`src/hw/rtl/beu_pkg.sv`:
```
// ----------------------------------------------------------------------------
// beu_pkg
// Shared types, constants and arithmetic helpers for the Euler step unit.
// ----------------------------------------------------------------------------
package beu_pkg;

    // Fixed-point widths (Q16.16 values, Q0.16 time step)
    localparam int unsigned Q_W    = 32;
    localparam int unsigned DT_W   = 16;
    localparam int unsigned EXT_W  = 31;
    localparam int unsigned PROD_W = Q_W + DT_W;
    localparam int unsigned FRAC_W = 16;

    // Configuration port
    localparam int unsigned APB_AW = 5;
    localparam int unsigned APB_DW = 32;

    // Largest usable time step (0.5 in Q0.16)
    localparam logic [DT_W-1:0] DT_MAX = 16'd32768;

    // Bounded-mode edge behavior: margin 20.0, push 10.0 (Q16.16)
    localparam logic signed [Q_W-1:0] EDGE_MARGIN = 32'sd1310720;
    localparam logic signed [Q_W-1:0] EDGE_PUSH   = 32'sd655360;

    // Rounding offset for the Q16.32 -> Q16.16 step (one half LSB)
    localparam logic signed [PROD_W-1:0] ROUND_HALF = 48'sd32768;

    // Pipeline depth of one axis datapath
    localparam int unsigned PIPE_DEPTH = 6;

    // Register reset values
    localparam logic [DT_W-1:0]  RST_TIME_STEP = 16'd3277;
    localparam logic [EXT_W-1:0] RST_WINDOW    = 31'd52428800;
    localparam logic [EXT_W-1:0] RST_SPEED_LIM = 31'd6553600;

    // Register map (word index = paddr[4:2])
    typedef enum logic [2:0] {
        REG_TIME_STEP     = 3'd0,
        REG_WINDOW_WIDTH  = 3'd1,
        REG_WINDOW_HEIGHT = 3'd2,
        REG_WRAP_MODE     = 3'd3,
        REG_WRAP_SPEED    = 3'd4,
        REG_BOUNDED_SPEED = 3'd5
    } t_reg_idx;

    // Full configuration as held by the register block
    typedef struct packed {
        logic [DT_W-1:0]  time_step;
        logic [EXT_W-1:0] window_width;
        logic [EXT_W-1:0] window_height;
        logic             wrap_mode;
        logic [EXT_W-1:0] wrap_speed_limit;
        logic [EXT_W-1:0] bounded_speed_limit;
    } t_cfg;

    // Configuration seen by one axis datapath
    typedef struct packed {
        logic [DT_W-1:0]  dt;
        logic [EXT_W-1:0] extent;
        logic             wrap_mode;
        logic [EXT_W-1:0] wrap_lim;
        logic [EXT_W-1:0] bnd_lim;
    } t_axis_cfg;

    // Saturate a 33-bit signed sum to the Q16.16 range
    function automatic logic signed [Q_W-1:0] sat32(input logic signed [Q_W:0] v);
        logic signed [Q_W-1:0] res;
        if (v[Q_W] != v[Q_W-1]) begin
            res = v[Q_W] ? {1'b1, {(Q_W-1){1'b0}}} : {1'b0, {(Q_W-1){1'b1}}};
        end else begin
            res = v[Q_W-1:0];
        end
        return res;
    endfunction

    // Round a Q16.32 product to Q16.16, ties toward plus infinity
    function automatic logic signed [Q_W-1:0] round_q(input logic signed [PROD_W-1:0] p);
        logic signed [PROD_W-1:0] s;
        s = p + ROUND_HALF;
        return s[PROD_W-1:FRAC_W];
    endfunction

endpackage

```
`src/hw/rtl/beu_cfg_regs.sv`:
```
// ----------------------------------------------------------------------------
// beu_cfg_regs
// APB register block for the step, window, wrap mode and speed-limit settings.
// ----------------------------------------------------------------------------
module beu_cfg_regs
    import beu_pkg::*;
(
    input  logic              i_clk,
    input  logic              i_rst_n,
    input  logic              psel,
    input  logic              penable,
    input  logic              pwrite,
    input  logic [APB_AW-1:0] paddr,
    input  logic [APB_DW-1:0] pwdata,
    output logic [APB_DW-1:0] prdata,
    output logic              pready,
    output t_cfg              o_cfg
);

    t_cfg     r_cfg;
    t_cfg     n_cfg;
    t_reg_idx w_idx;
    logic     w_wr;

    assign pready = 1'b1;
    assign w_idx  = t_reg_idx'(paddr[APB_AW-1:2]);
    assign w_wr   = psel && penable && pwrite && pready;

    // Decode write transfers; unknown indexes are dropped
    always_comb begin
        n_cfg = r_cfg;
        if (w_wr) begin
            case (w_idx)
                REG_TIME_STEP:     n_cfg.time_step           = pwdata[DT_W-1:0];
                REG_WINDOW_WIDTH:  n_cfg.window_width        = pwdata[EXT_W-1:0];
                REG_WINDOW_HEIGHT: n_cfg.window_height       = pwdata[EXT_W-1:0];
                REG_WRAP_MODE:     n_cfg.wrap_mode           = pwdata[0];
                REG_WRAP_SPEED:    n_cfg.wrap_speed_limit    = pwdata[EXT_W-1:0];
                REG_BOUNDED_SPEED: n_cfg.bounded_speed_limit = pwdata[EXT_W-1:0];
                default:           n_cfg = r_cfg;
            endcase
        end
    end

    always_ff @(posedge i_clk) begin
        if (!i_rst_n) begin
            r_cfg.time_step           <= RST_TIME_STEP;
            r_cfg.window_width        <= RST_WINDOW;
            r_cfg.window_height       <= RST_WINDOW;
            r_cfg.wrap_mode           <= 1'b0;
            r_cfg.wrap_speed_limit    <= RST_SPEED_LIM;
            r_cfg.bounded_speed_limit <= RST_SPEED_LIM;
        end else begin
            r_cfg <= n_cfg;
        end
    end

    // Read back
    always_comb begin
        case (w_idx)
            REG_TIME_STEP:     prdata = {{(APB_DW-DT_W){1'b0}}, r_cfg.time_step};
            REG_WINDOW_WIDTH:  prdata = {{(APB_DW-EXT_W){1'b0}}, r_cfg.window_width};
            REG_WINDOW_HEIGHT: prdata = {{(APB_DW-EXT_W){1'b0}}, r_cfg.window_height};
            REG_WRAP_MODE:     prdata = {{(APB_DW-1){1'b0}}, r_cfg.wrap_mode};
            REG_WRAP_SPEED:    prdata = {{(APB_DW-EXT_W){1'b0}}, r_cfg.wrap_speed_limit};
            REG_BOUNDED_SPEED: prdata = {{(APB_DW-EXT_W){1'b0}}, r_cfg.bounded_speed_limit};
            default:           prdata = '0;
        endcase
    end

    assign o_cfg = r_cfg;

endmodule

```
`config.mk`:
```
export PLATFORM = sky130hd
export DESIGN_NAME = beu_cfg_regs
export DESIGN_NICKNAME = d
export VERILOG_FILES = /design/src/hw/rtl/beu_pkg.sv /design/src/hw/rtl/beu_cfg_regs.sv
export SDC_FILE = /design/constraint.sdc
export NUM_CORES = 1
export LEC_CHECK = 0
export BUFFER_PORTS_ARGS = -buffer_cell sky130_fd_sc_hd__buf_4
export CORE_ASPECT_RATIO = 2
export CORE_UTILIZATION = 40
export DETAILED_ROUTE_END_ITERATION = 8
export GPL_TIMING_DRIVEN = 0
export PLACE_DENSITY = 0.66
export SLEW_MARGIN = 20
export SYNTH_ARGS = -nofsm -noshare
export SYNTH_HDL_FRONTEND = slang
export SYNTH_SLANG_ARGS = --single-unit
```
`constraint.sdc`:
```
create_clock -name i_clk -period 3 [get_ports i_clk]
set_input_delay 0.45 -clock i_clk [delete_from_list [all_inputs] [get_ports i_clk]]
set_output_delay 0.45 -clock i_clk [all_outputs]
set_load 0.01 [all_outputs]
```
==> out/summary.txt <==
sum of negative setup slack = 0 ns
detailed placement HPWL = 16870 µm
# rows = 65
drt total wl = 23190 µm
H-tree levels = 4
Worst Path Arrival = 2.34 ns
final setup vio count = 0
DR WL/cell = 21.08 µm
sequential share of the synthesized area = 0.4421
Tot GR Track Use = 0.2830
Worst EP required = 2.55 ns
hold buffers post-CTS = 0
CTS sink cnt = 141
dpl cells = 1068
Final min period = 2.787 ns
final std cells w/o fill = 1100
max reg flops = 141
Slew headroom = 0.4412
Die Wd = 91.34 µm
Setup CP Type = input port to output pin
routed vias = 5853
crit path capture type = output pin
number of global-route vias before repair = 5805
worst-path fanout max = 10
startpoint types = input port
cell area power density = 493.4 nW/µm²
first-pass GRT wire length = 34350 µm
root buffer cell = clkbuf_16
GPL Wtd Cong = 0.8391
Die Y = 180.7 µm
largest net degree at the start of global routing = 17
Final #Nets = 928
die area = 16500 µm²
layout cells sized above 1 = 0.3148
Avg Cell Area, Syn = 9.703 µm²
Starting Density = 0.4068
Post-DRT Antenna Nets = 0
gr ovfl total = 0
Setup Skew = 0 ns
1st-iter DRT viols = 226
RSZ-0062 raised after global routing = false
DR DRC count = 0
Leak = 4.057 nW
Slew @ Worst Pin = 0.8382 ns
VDD IR max = 0.4345 mV
final core utilization = 0.5597
worst skew pair latency = 0.42 ns
CORE AREA = 15700 µm²
post-cts repair resize count = 0
clock transition at the registers of the reported paths = 0.06 ns
CTS tree = yes
reg2reg setup slack = 2.25 ns
Max Slew Vio Count = 0
Area Growth Syn to Fin = 37.61%
synth unique cells = 30
Post-CTS Setup Bufs = 0
vias per cell = 5.321
final worst path period share = 0.9290
overall power = 4.335 mW
initial antenna violation count = 0
Synth Warn # = 0
CTS Buffer Depth = 2
# fillers = 1509
#FFs+latches synth = 141
f_max = 0.3588 GHz
final setup margin = 0.2130 ns
Setup WS pre-CTS = 0.2181 ns
Syn Inst Count = 658
outcome = finished clean
final hold viol count = 0
# port buffers = 209
drt pass-1 iters = 5
Inserted Clock Buffers = 17
IO Pins = 216
Max Cap Violations = 0
Post-Syn Area = 6385 µm²
syn nets = 700
Diodes inserted = 0
hold crit path type = input port to flip-flop
final timing paths:
| kind | from | to | depth (start not counted) |
|---|---|---|---|
| hold / removal | pwdata[2] | o_cfg[127] | 3 |
| setup reg to reg | o_cfg[135] | o_cfg[135] | 2 |
| hold reg to reg | o_cfg[98] | o_cfg[98] | 2 |
| setup / recovery | paddr[4] | prdata[17] | 6 |
Yosys cell counts (all sizes together):
| cell | count | area share |
|---|---|---|
| mux2i | 166 | 0.26 |
| nand2 | 152 | 0.089 |
| dfxtp | 141 | 0.44 |
| buf | 33 | 0.039 |
| a22oi | 29 | 0.034 |
| clkbuf | 25 | 0.015 |
| o22ai | 22 | 0.022 |
| nor2b | 20 | 0.020 |
| nand3 | 9 | 0.0071 |
| o211ai | 9 | 0.011 |
| o21a | 8 | 0.0094 |
| o21ai | 8 | 0.0063 |
| o2bb2ai | 8 | 0.011 |
| inv | 7 | 0.0041 |
| mux2 | 7 | 0.012 |
| conb | 2 | 0.0012 |
| nand2b | 2 | 0.0020 |
| nor2 | 2 | 0.0012 |
| and4b | 1 | 0.0016 |
| nand4 | 1 | 0.00098 |
| nand4b | 1 | 0.0037 |
| nor3 | 1 | 0.0025 |
| nor3b | 1 | 0.0020 |
| o31ai | 1 | 0.0012 |
| o32a | 1 | 0.0016 |
| or3 | 1 | 0.00098 |
metal layers:
metal,vias to the layer above,wire [µm],track usage
met3,51,972,0.04093
met1,2821,8729,0.3010
li1,2749,-,-
met4,0,830,0.1473
met5,-,0,0
met2,232,12660,0.5288
layout make-up:
| cell class | instances | area (µm²) | area share |
|---|---|---|---|
| Multi-Input combinational cell | 452 | 3194 | 0.3636 |
| Sequential cell | 141 | 2823 | 0.3213 |
| Timing Repair Buffer | 209 | 1569 | 0.1786 |
| Clock buffer | 19 | 452.9 | 0.05155 |
| Buffer | 58 | 341.6 | 0.03888 |
| Tap cell | 201 | 251.5 | 0.02862 |
| Clock inverter | 13 | 127.6 | 0.01453 |
| Inverter | 7 | 26.28 | 0.002991 |
per-stage QoR:
step	area (µm²)	hold WS, ns
2_1_floorplan	6385	0.4887
3_3_place_gp	8205	0.4571
3_5_place_dp	8205	0.4655
4_1_cts	8786	0.2833
5_1_grt	8786	0.3072
6_report	8786	0.2888
logic make-up (layout without fill, tap and decap cells):
family,Yosys count,count (layout),synth area share
AO/OA/AOI/OAI,86,86,0.09563
buffers and inverters,65,306,0.05761
flip-flops,141,141,0.4421
multiplexers,173,173,0.2726
other,2,2,0.001176
AND/OR/NAND/NOR,191,191,0.1309
critical path, cell delays in order:
cell and delay [ns]:
buf_4 0.08, buf_2 0.25, buf_1 0.58, clkbuf_1 0.59
o22ai_1 0.18, buf_4 0.19
where the power goes:
group	internal, mW	switching (mW)	total [mW]
clock	1.20	0.870	2.07
combinational	0.138	0.227	0.365
sequential	1.89	0.0140	1.90
total	3.22	1.11	4.34
cells in the final DEF (no fill, tap or decap), types with 3 or more instances in the layout:
cell type / n
clkbuf_1: 25
clkinvlp_4: 3
inv_6: 6
o2bb2ai_1: 8
nand3_1: 9
buf_2: 15
inv_1: 7
buf_12: 3
o211ai_1: 9
mux2_2: 7
o21ai_0: 8
o22ai_1: 22
a22oi_1: 29
nand2_1: 152
dfxtp_1: 141
buf_4: 222
o21a_1: 8
nor2b_1: 20
clkbuf_16: 17
mux2i_1: 166
Note: power is estimated with default switching activity, not from simulation.
