### config.mk
export PLATFORM = sky130hd
export DESIGN_NAME = beu_axis_pipe
export DESIGN_NICKNAME = d
export VERILOG_FILES = /design/src/hw/rtl/beu_pkg.sv /design/src/hw/rtl/beu_axis_pipe.sv
export SDC_FILE = /design/constraint.sdc
export NUM_CORES = 2
export LEC_CHECK = 0
export BUFFER_PORTS_ARGS = -buffer_cell sky130_fd_sc_hd__buf_2
export CAP_MARGIN = 40
export CORE_MARGIN = 2
export CORE_UTILIZATION = 65
export DETAILED_ROUTE_END_ITERATION = 12
export PLACE_DENSITY = 0.84
export SETUP_SLACK_MARGIN = 0.3
export SLEW_MARGIN = 10
export SYNTH_ARGS = -nofsm -noshare
export SYNTH_HDL_FRONTEND = slang
export SYNTH_SLANG_ARGS = --single-unit
### constraint.sdc
create_clock -name i_clk -period 8.95 [get_ports i_clk]
set_input_delay 1.3425 -clock i_clk [delete_from_list [all_inputs] [get_ports i_clk]]
set_output_delay 1.3425 -clock i_clk [all_outputs]
set_load 0.1 [all_outputs]
### src/hw/rtl/beu_pkg.sv
// ----------------------------------------------------------------------------
// beu_pkg
// Shared types, constants and arithmetic helpers for the Euler step unit.
// ----------------------------------------------------------------------------
package beu_pkg;

    // Fixed-point widths (Q16.16 values, Q0.16 time step)
    localparam int unsigned Q_W    = 32;
    localparam int unsigned DT_W   = 16;
    localparam int unsigned EXT_W  = 31;
    localparam int unsigned PROD_W = Q_W + DT_W;
    localparam int unsigned FRAC_W = 16;

    // Configuration port
    localparam int unsigned APB_AW = 5;
    localparam int unsigned APB_DW = 32;

    // Largest usable time step (0.5 in Q0.16)
    localparam logic [DT_W-1:0] DT_MAX = 16'd32768;

    // Bounded-mode edge behavior: margin 20.0, push 10.0 (Q16.16)
    localparam logic signed [Q_W-1:0] EDGE_MARGIN = 32'sd1310720;
    localparam logic signed [Q_W-1:0] EDGE_PUSH   = 32'sd655360;

    // Rounding offset for the Q16.32 -> Q16.16 step (one half LSB)
    localparam logic signed [PROD_W-1:0] ROUND_HALF = 48'sd32768;

    // Pipeline depth of one axis datapath
    localparam int unsigned PIPE_DEPTH = 6;

    // Register reset values
    localparam logic [DT_W-1:0]  RST_TIME_STEP = 16'd3277;
    localparam logic [EXT_W-1:0] RST_WINDOW    = 31'd52428800;
    localparam logic [EXT_W-1:0] RST_SPEED_LIM = 31'd6553600;

    // Register map (word index = paddr[4:2])
    typedef enum logic [2:0] {
        REG_TIME_STEP     = 3'd0,
        REG_WINDOW_WIDTH  = 3'd1,
        REG_WINDOW_HEIGHT = 3'd2,
        REG_WRAP_MODE     = 3'd3,
        REG_WRAP_SPEED    = 3'd4,
        REG_BOUNDED_SPEED = 3'd5
    } t_reg_idx;

    // Full configuration as held by the register block
    typedef struct packed {
        logic [DT_W-1:0]  time_step;
        logic [EXT_W-1:0] window_width;
        logic [EXT_W-1:0] window_height;
        logic             wrap_mode;
        logic [EXT_W-1:0] wrap_speed_limit;
        logic [EXT_W-1:0] bounded_speed_limit;
    } t_cfg;

    // Configuration seen by one axis datapath
    typedef struct packed {
        logic [DT_W-1:0]  dt;
        logic [EXT_W-1:0] extent;
        logic             wrap_mode;
        logic [EXT_W-1:0] wrap_lim;
        logic [EXT_W-1:0] bnd_lim;
    } t_axis_cfg;

    // Saturate a 33-bit signed sum to the Q16.16 range
    function automatic logic signed [Q_W-1:0] sat32(input logic signed [Q_W:0] v);
        logic signed [Q_W-1:0] res;
        if (v[Q_W] != v[Q_W-1]) begin
            res = v[Q_W] ? {1'b1, {(Q_W-1){1'b0}}} : {1'b0, {(Q_W-1){1'b1}}};
        end else begin
            res = v[Q_W-1:0];
        end
        return res;
    endfunction

    // Round a Q16.32 product to Q16.16, ties toward plus infinity
    function automatic logic signed [Q_W-1:0] round_q(input logic signed [PROD_W-1:0] p);
        logic signed [PROD_W-1:0] s;
        s = p + ROUND_HALF;
        return s[PROD_W-1:FRAC_W];
    endfunction

endpackage

### src/hw/rtl/beu_axis_pipe.sv
// ----------------------------------------------------------------------------
// beu_axis_pipe
// Six-stage datapath for one axis: velocity and position update, then
// wrap or edge push, then speed clamp.
// ----------------------------------------------------------------------------
module beu_axis_pipe
    import beu_pkg::*;
(
    input  logic                  i_clk,
    input  logic                  i_en,
    input  t_axis_cfg             i_cfg,
    input  logic signed [Q_W-1:0] i_vel,
    input  logic signed [Q_W-1:0] i_pos,
    input  logic signed [Q_W-1:0] i_acc,
    output logic signed [Q_W-1:0] o_vel,
    output logic signed [Q_W-1:0] o_pos
);

    logic signed [DT_W:0]     w_dt;
    logic signed [Q_W:0]      w_ext;
    logic signed [Q_W:0]      w_hi_edge;

    logic signed [PROD_W-1:0] r1_prod;
    logic signed [Q_W-1:0]    r1_vel;
    logic signed [Q_W-1:0]    r1_pos;
    logic signed [Q_W-1:0]    w_acc_step;

    logic signed [Q_W-1:0]    r2_vel;
    logic signed [Q_W-1:0]    r2_pos;

    logic signed [PROD_W-1:0] r3_prod;
    logic signed [Q_W-1:0]    r3_vel;
    logic signed [Q_W-1:0]    r3_pos;
    logic signed [Q_W-1:0]    w_vel_step;

    logic signed [Q_W-1:0]    r4_vel;
    logic signed [Q_W-1:0]    r4_pos;

    logic signed [Q_W-1:0]    r5_vel;
    logic signed [Q_W-1:0]    r5_pos;
    logic [EXT_W-1:0]         r5_lim;
    logic signed [Q_W-1:0]    n5_vel;
    logic signed [Q_W-1:0]    n5_pos;
    logic signed [Q_W-1:0]    w_push;

    logic signed [Q_W-1:0]    r6_vel;
    logic signed [Q_W-1:0]    r6_pos;
    logic signed [Q_W-1:0]    n6_vel;
    logic signed [Q_W:0]      w_lim;

    assign w_dt      = $signed({1'b0, i_cfg.dt});
    assign w_ext     = $signed({2'b00, i_cfg.extent});
    assign w_hi_edge = w_ext - Q_W'(EDGE_MARGIN);

    // Round the scaled products back to Q16.16
    assign w_acc_step = round_q(r1_prod);
    assign w_vel_step = round_q(r3_prod);

    // Stage 5: wrap the position or push the velocity off the edges
    always_comb begin
        n5_pos = r4_pos;
        n5_vel = r4_vel;
        w_push = r4_vel;
        if (i_cfg.wrap_mode) begin
            if (r4_pos < 0) begin
                n5_pos = w_ext[Q_W-1:0];
            end
            if ($signed({n5_pos[Q_W-1], n5_pos}) > w_ext) begin
                n5_pos = '0;
            end
        end else begin
            if (r4_pos < EDGE_MARGIN) begin
                w_push = sat32($signed({r4_vel[Q_W-1], r4_vel}) + EDGE_PUSH);
            end
            n5_vel = w_push;
            if ($signed({r4_pos[Q_W-1], r4_pos}) > w_hi_edge) begin
                n5_vel = sat32($signed({w_push[Q_W-1], w_push}) - EDGE_PUSH);
            end
        end
    end

    // Stage 6: clamp each velocity axis to the selected limit
    assign w_lim = $signed({2'b00, r5_lim});
    always_comb begin
        n6_vel = r5_vel;
        if ($signed({r5_vel[Q_W-1], r5_vel}) > w_lim) begin
            n6_vel = w_lim[Q_W-1:0];
        end else if ($signed({r5_vel[Q_W-1], r5_vel}) < -w_lim) begin
            n6_vel = -w_lim[Q_W-1:0];
        end
    end

    // Advance all stages together when the pipeline is not held
    always_ff @(posedge i_clk) begin
        if (i_en) begin
            // stage 1: acceleration times step
            r1_prod <= PROD_W'(i_acc * w_dt);
            r1_vel  <= i_vel;
            r1_pos  <= i_pos;
            // stage 2: round and add to velocity
            r2_vel  <= sat32($signed({r1_vel[Q_W-1], r1_vel})
                             + $signed({w_acc_step[Q_W-1], w_acc_step}));
            r2_pos  <= r1_pos;
            // stage 3: new velocity times step
            r3_prod <= PROD_W'(r2_vel * w_dt);
            r3_vel  <= r2_vel;
            r3_pos  <= r2_pos;
            // stage 4: round and add to position
            r4_pos  <= sat32($signed({r3_pos[Q_W-1], r3_pos})
                             + $signed({w_vel_step[Q_W-1], w_vel_step}));
            r4_vel  <= r3_vel;
            // stage 5
            r5_vel  <= n5_vel;
            r5_pos  <= n5_pos;
            r5_lim  <= i_cfg.wrap_mode ? i_cfg.wrap_lim : i_cfg.bnd_lim;
            // stage 6
            r6_vel  <= n6_vel;
            r6_pos  <= r5_pos;
        end
    end

    assign o_vel = r6_vel;
    assign o_pos = r6_pos;

endmodule

==> impl_metrics.py <==
metrics = {
    "logic_synthesis": {
        "synth_area_leader_cell": "fa_1",
        "seq_area_frac_synth_pct": 24.0,
        "ys_async_sr_fraction_pct": 0,
        "ys_top_cells_by_area": "fa_1 (32%), edfxtp_1 (24%), ha_1 (8.7%)",
        "yosysMostFrequentCell": "inv_1",
        "synth_top_area_share_pct": 32.1,
        "synth_nets": 7632,
        "ys_types": 83,
        "yosysWarningCount": 0,
        "synth.avg_cell_area_sq_um": 9.97,
        "netlist_top_cells_count": "inv_1 (1,288), fa_1 (966), nand2_1 (740)",
        "syn_inst": 6038,
        "netlist_area_sq_um": 60200,
        "ys.flop_type": "edfxtp_1",
        "synth_edf_count": 481,
        "ys_seq_elements": 481,
    },
    "drt": {
        "num_vias": 42800,
        "drt_iter0_markers": 3906,
        "viasPerCell": 5.77,
        "wl_um": 143000,
        "wl_per_cell_um": 19.3,
        "ant_nets": 0,
        "drc": 0,
        "first_pass_iters": 6,
    },
    "layout": {
        "area_growth_pct": 7.49,
        "n_fill_cell": 6451,
        "drive_gt1_share_pct": 7.97,
        "reg_top3": "r1_prod: 33 flops, r3_prod: 33 flops",
        "fin_util_pct": 70.6,
        "fin_nets": 7788,
    },
    "sta": {
        "setup_viol": 0,
        "tightestPinTransition_ns": 1.03,
        "rsz0062_at_grt": "no",
        "min_period_over_period_pct": 91.5,
        "skew_ns": 0.0347,
        "slew_violations": 0,
        "setup_tns_ns": 0,
        "fmax_ghz": 0.122,
        "max-slew-margin-rel_pct": 31.1,
        "hold_violations": 0,
        "setup_ws_ns": 0.759,
        "period_minus_slack_ns": 8.19,
    },
    "cts": {
        "cts-resized-gates": 0,
        "post_cts_buffers": 0,
        "ctsHoldBuffers": 0,
        "htreeDepth": 2,
        "numClockSinks": 481,
        "cts_buffers": 53,
        "cts_tree": "yes",
        "clk_pin_slew_worst_paths_ns": 0.06,
        "clk_latency_ns": 0.66,
        "cts_buffer_depth": 3,
        "clk_root_buffer_cell": "clkbuf_16",
    },
    "global_route": {
        "grt_pass1_vias": 45400,
        "grt_pass1_wl_um": 232000,
        "grt_max_degree": 125,
        "overflow": 0,
        "track_usage_pct": 31.2,
        "grt_antenna_before_repair": 7,
    },
    "placement": {
        "dp_slack_ns": 0.160,
        "dp_hpwl_um": 114000,
        "place_congestion": 0.938,
        "port_buffers": 271,
    },
    "worst_setup_path": {
        "r2r_cells": 21,
        "cp-end-kind": "flip-flop",
        "cp.arrival_ns": 8.57,
        "cp.required_ns": 9.33,
        "worstSetupStartpointType": "primary input",
        "reg2reg_slack_ns": 1.30,
        "critical_path_class": "in -> reg",
        "critical_path.max_fanout": 34,
    },
    "floorplan": {
        "core_area_sq_um": 91700,
        "die_width_um": 308,
        "fp.dieArea_sq_um": 95100,
        "start_util_pct": 65.7,
        "die_y_um": 308,
        "io_pins": 272,
        "num_rows": 111,
    },
    "min_path": {
        "holdCritPathClass": "reg -> reg",
        "hold_depth": 0,
    },
    "outcome": {
        "outcome": "finished clean",
    },
    "run": {
        "maxCapViolations": 0,
    },
}
==> path summary, 6_finish.rpt <==
kind	from	endpoint
min reg2reg	r2_pos[28]$_DFFE_PP_	r3_pos[28]$_DFFE_PP_
max reg2reg	r2_vel[16]$_DFFE_PP_	r3_prod[38]$_DFFE_PP_
max	i_cfg[107]	r3_prod[38]$_DFFE_PP_
min	r2_pos[28]$_DFFE_PP_	r3_pos[28]$_DFFE_PP_
==> area by class of cell <==
type / count / area (sq um) / share of cell area [%]
multi-input cells: 4026 / 40000 / 61.9
flip-flops and latches: 481 / 14400 / 22.3
clock inverters: 33 / 324 / 0.501
inverters: 1288 / 4830 / 7.47
repair buffers: 344 / 2220 / 3.43
diodes: 3 / 7.51 / 0.0116
clock buffers: 65 / 1370 / 2.12
well taps: 1186 / 1480 / 2.29
==> worst max-delay path: stages <==
cell	delay (ns)
buf_2	0.42
buf_4	0.52
and2_1	0.23
fa_1	0.45
fa_1	0.61
fa_1	0.46
fa_1	0.47
fa_1	0.50
inv_1	0.05
fa_1	0.51
inv_1	0.05
ha_1	0.34
a21oi_1	0.15
o21ai_0	0.17
a221oi_1	0.28
o31a_1	0.29
nand2_1	0.13
a21oi_1	0.37
o22ai_1	0.20
a221oi_1	0.55
nor4_1	0.12
a311o_1	0.31
==> layout by cell type, fill, tap and decap left out, types with 15 or more instances in the layout <==
cell type     n
nand2b_1     22
o21ai_0     145
fa_1        966
maj3_1       20
mux2_2       46
buf_2       269
and2_1      452
o21a_1       80
buf_4        55
nor4_1       18
a21oi_1     183
xor2_1       68
nor2_1      121
xnor2_1     175
a21o_1       97
nand4_1      49
o21bai_1     22
clkbuf_16    53
a211oi_1     15
nand3_1      79
nor3_1       41
inv_1      1288
nor2b_1      24
nand2_1     740
edfxtp_1    481
ha_1        420
and3_1       31
o22ai_1      34
==> layer usage <==
| metal | track usage, % | wire (um) |
|---|---|---|
| met1 | 39.4 | 53700 |
| met2 | 52.0 | 68700 |
| met3 | 6.15 | 13200 |
| met4 | 14.4 | 7310 |
| met5 | 0 | 40 |
==> metrics by stage <==
step | area, sq um | hold WS [ns] | instances
4_1_cts | 64700 | 0.401 | 7423
2_1_floorplan | 60200 | 0.400 | 6038
5_1_grt | 64700 | 0.410 | 7425
3_3_place_gp | 62600 | 0.400 | 7307
3_5_place_dp | 63000 | 0.405 | 7325
6_report | 64700 | 0.401 | 7426
==> kinds of logic after synthesis <==
| kind of cell | count (synthesis) | share of synthesized area, % |
|---|---|---|
| XOR/XNOR | 243 | 3.53 |
| buffers and inverters | 1531 | 9.59 |
| AO/OA/AOI/OAI | 694 | 7.44 |
| adder cells (fa/ha/maj) | 1406 | 41.2 |
| flip-flops | 481 | 24.0 |
| AND/OR/NAND/NOR | 1629 | 13.3 |
| multiplexers | 54 | 0.993 |
Power is not shown: default switching activity piles up to over one toggle a cycle in this logic, so the estimate is an artifact.
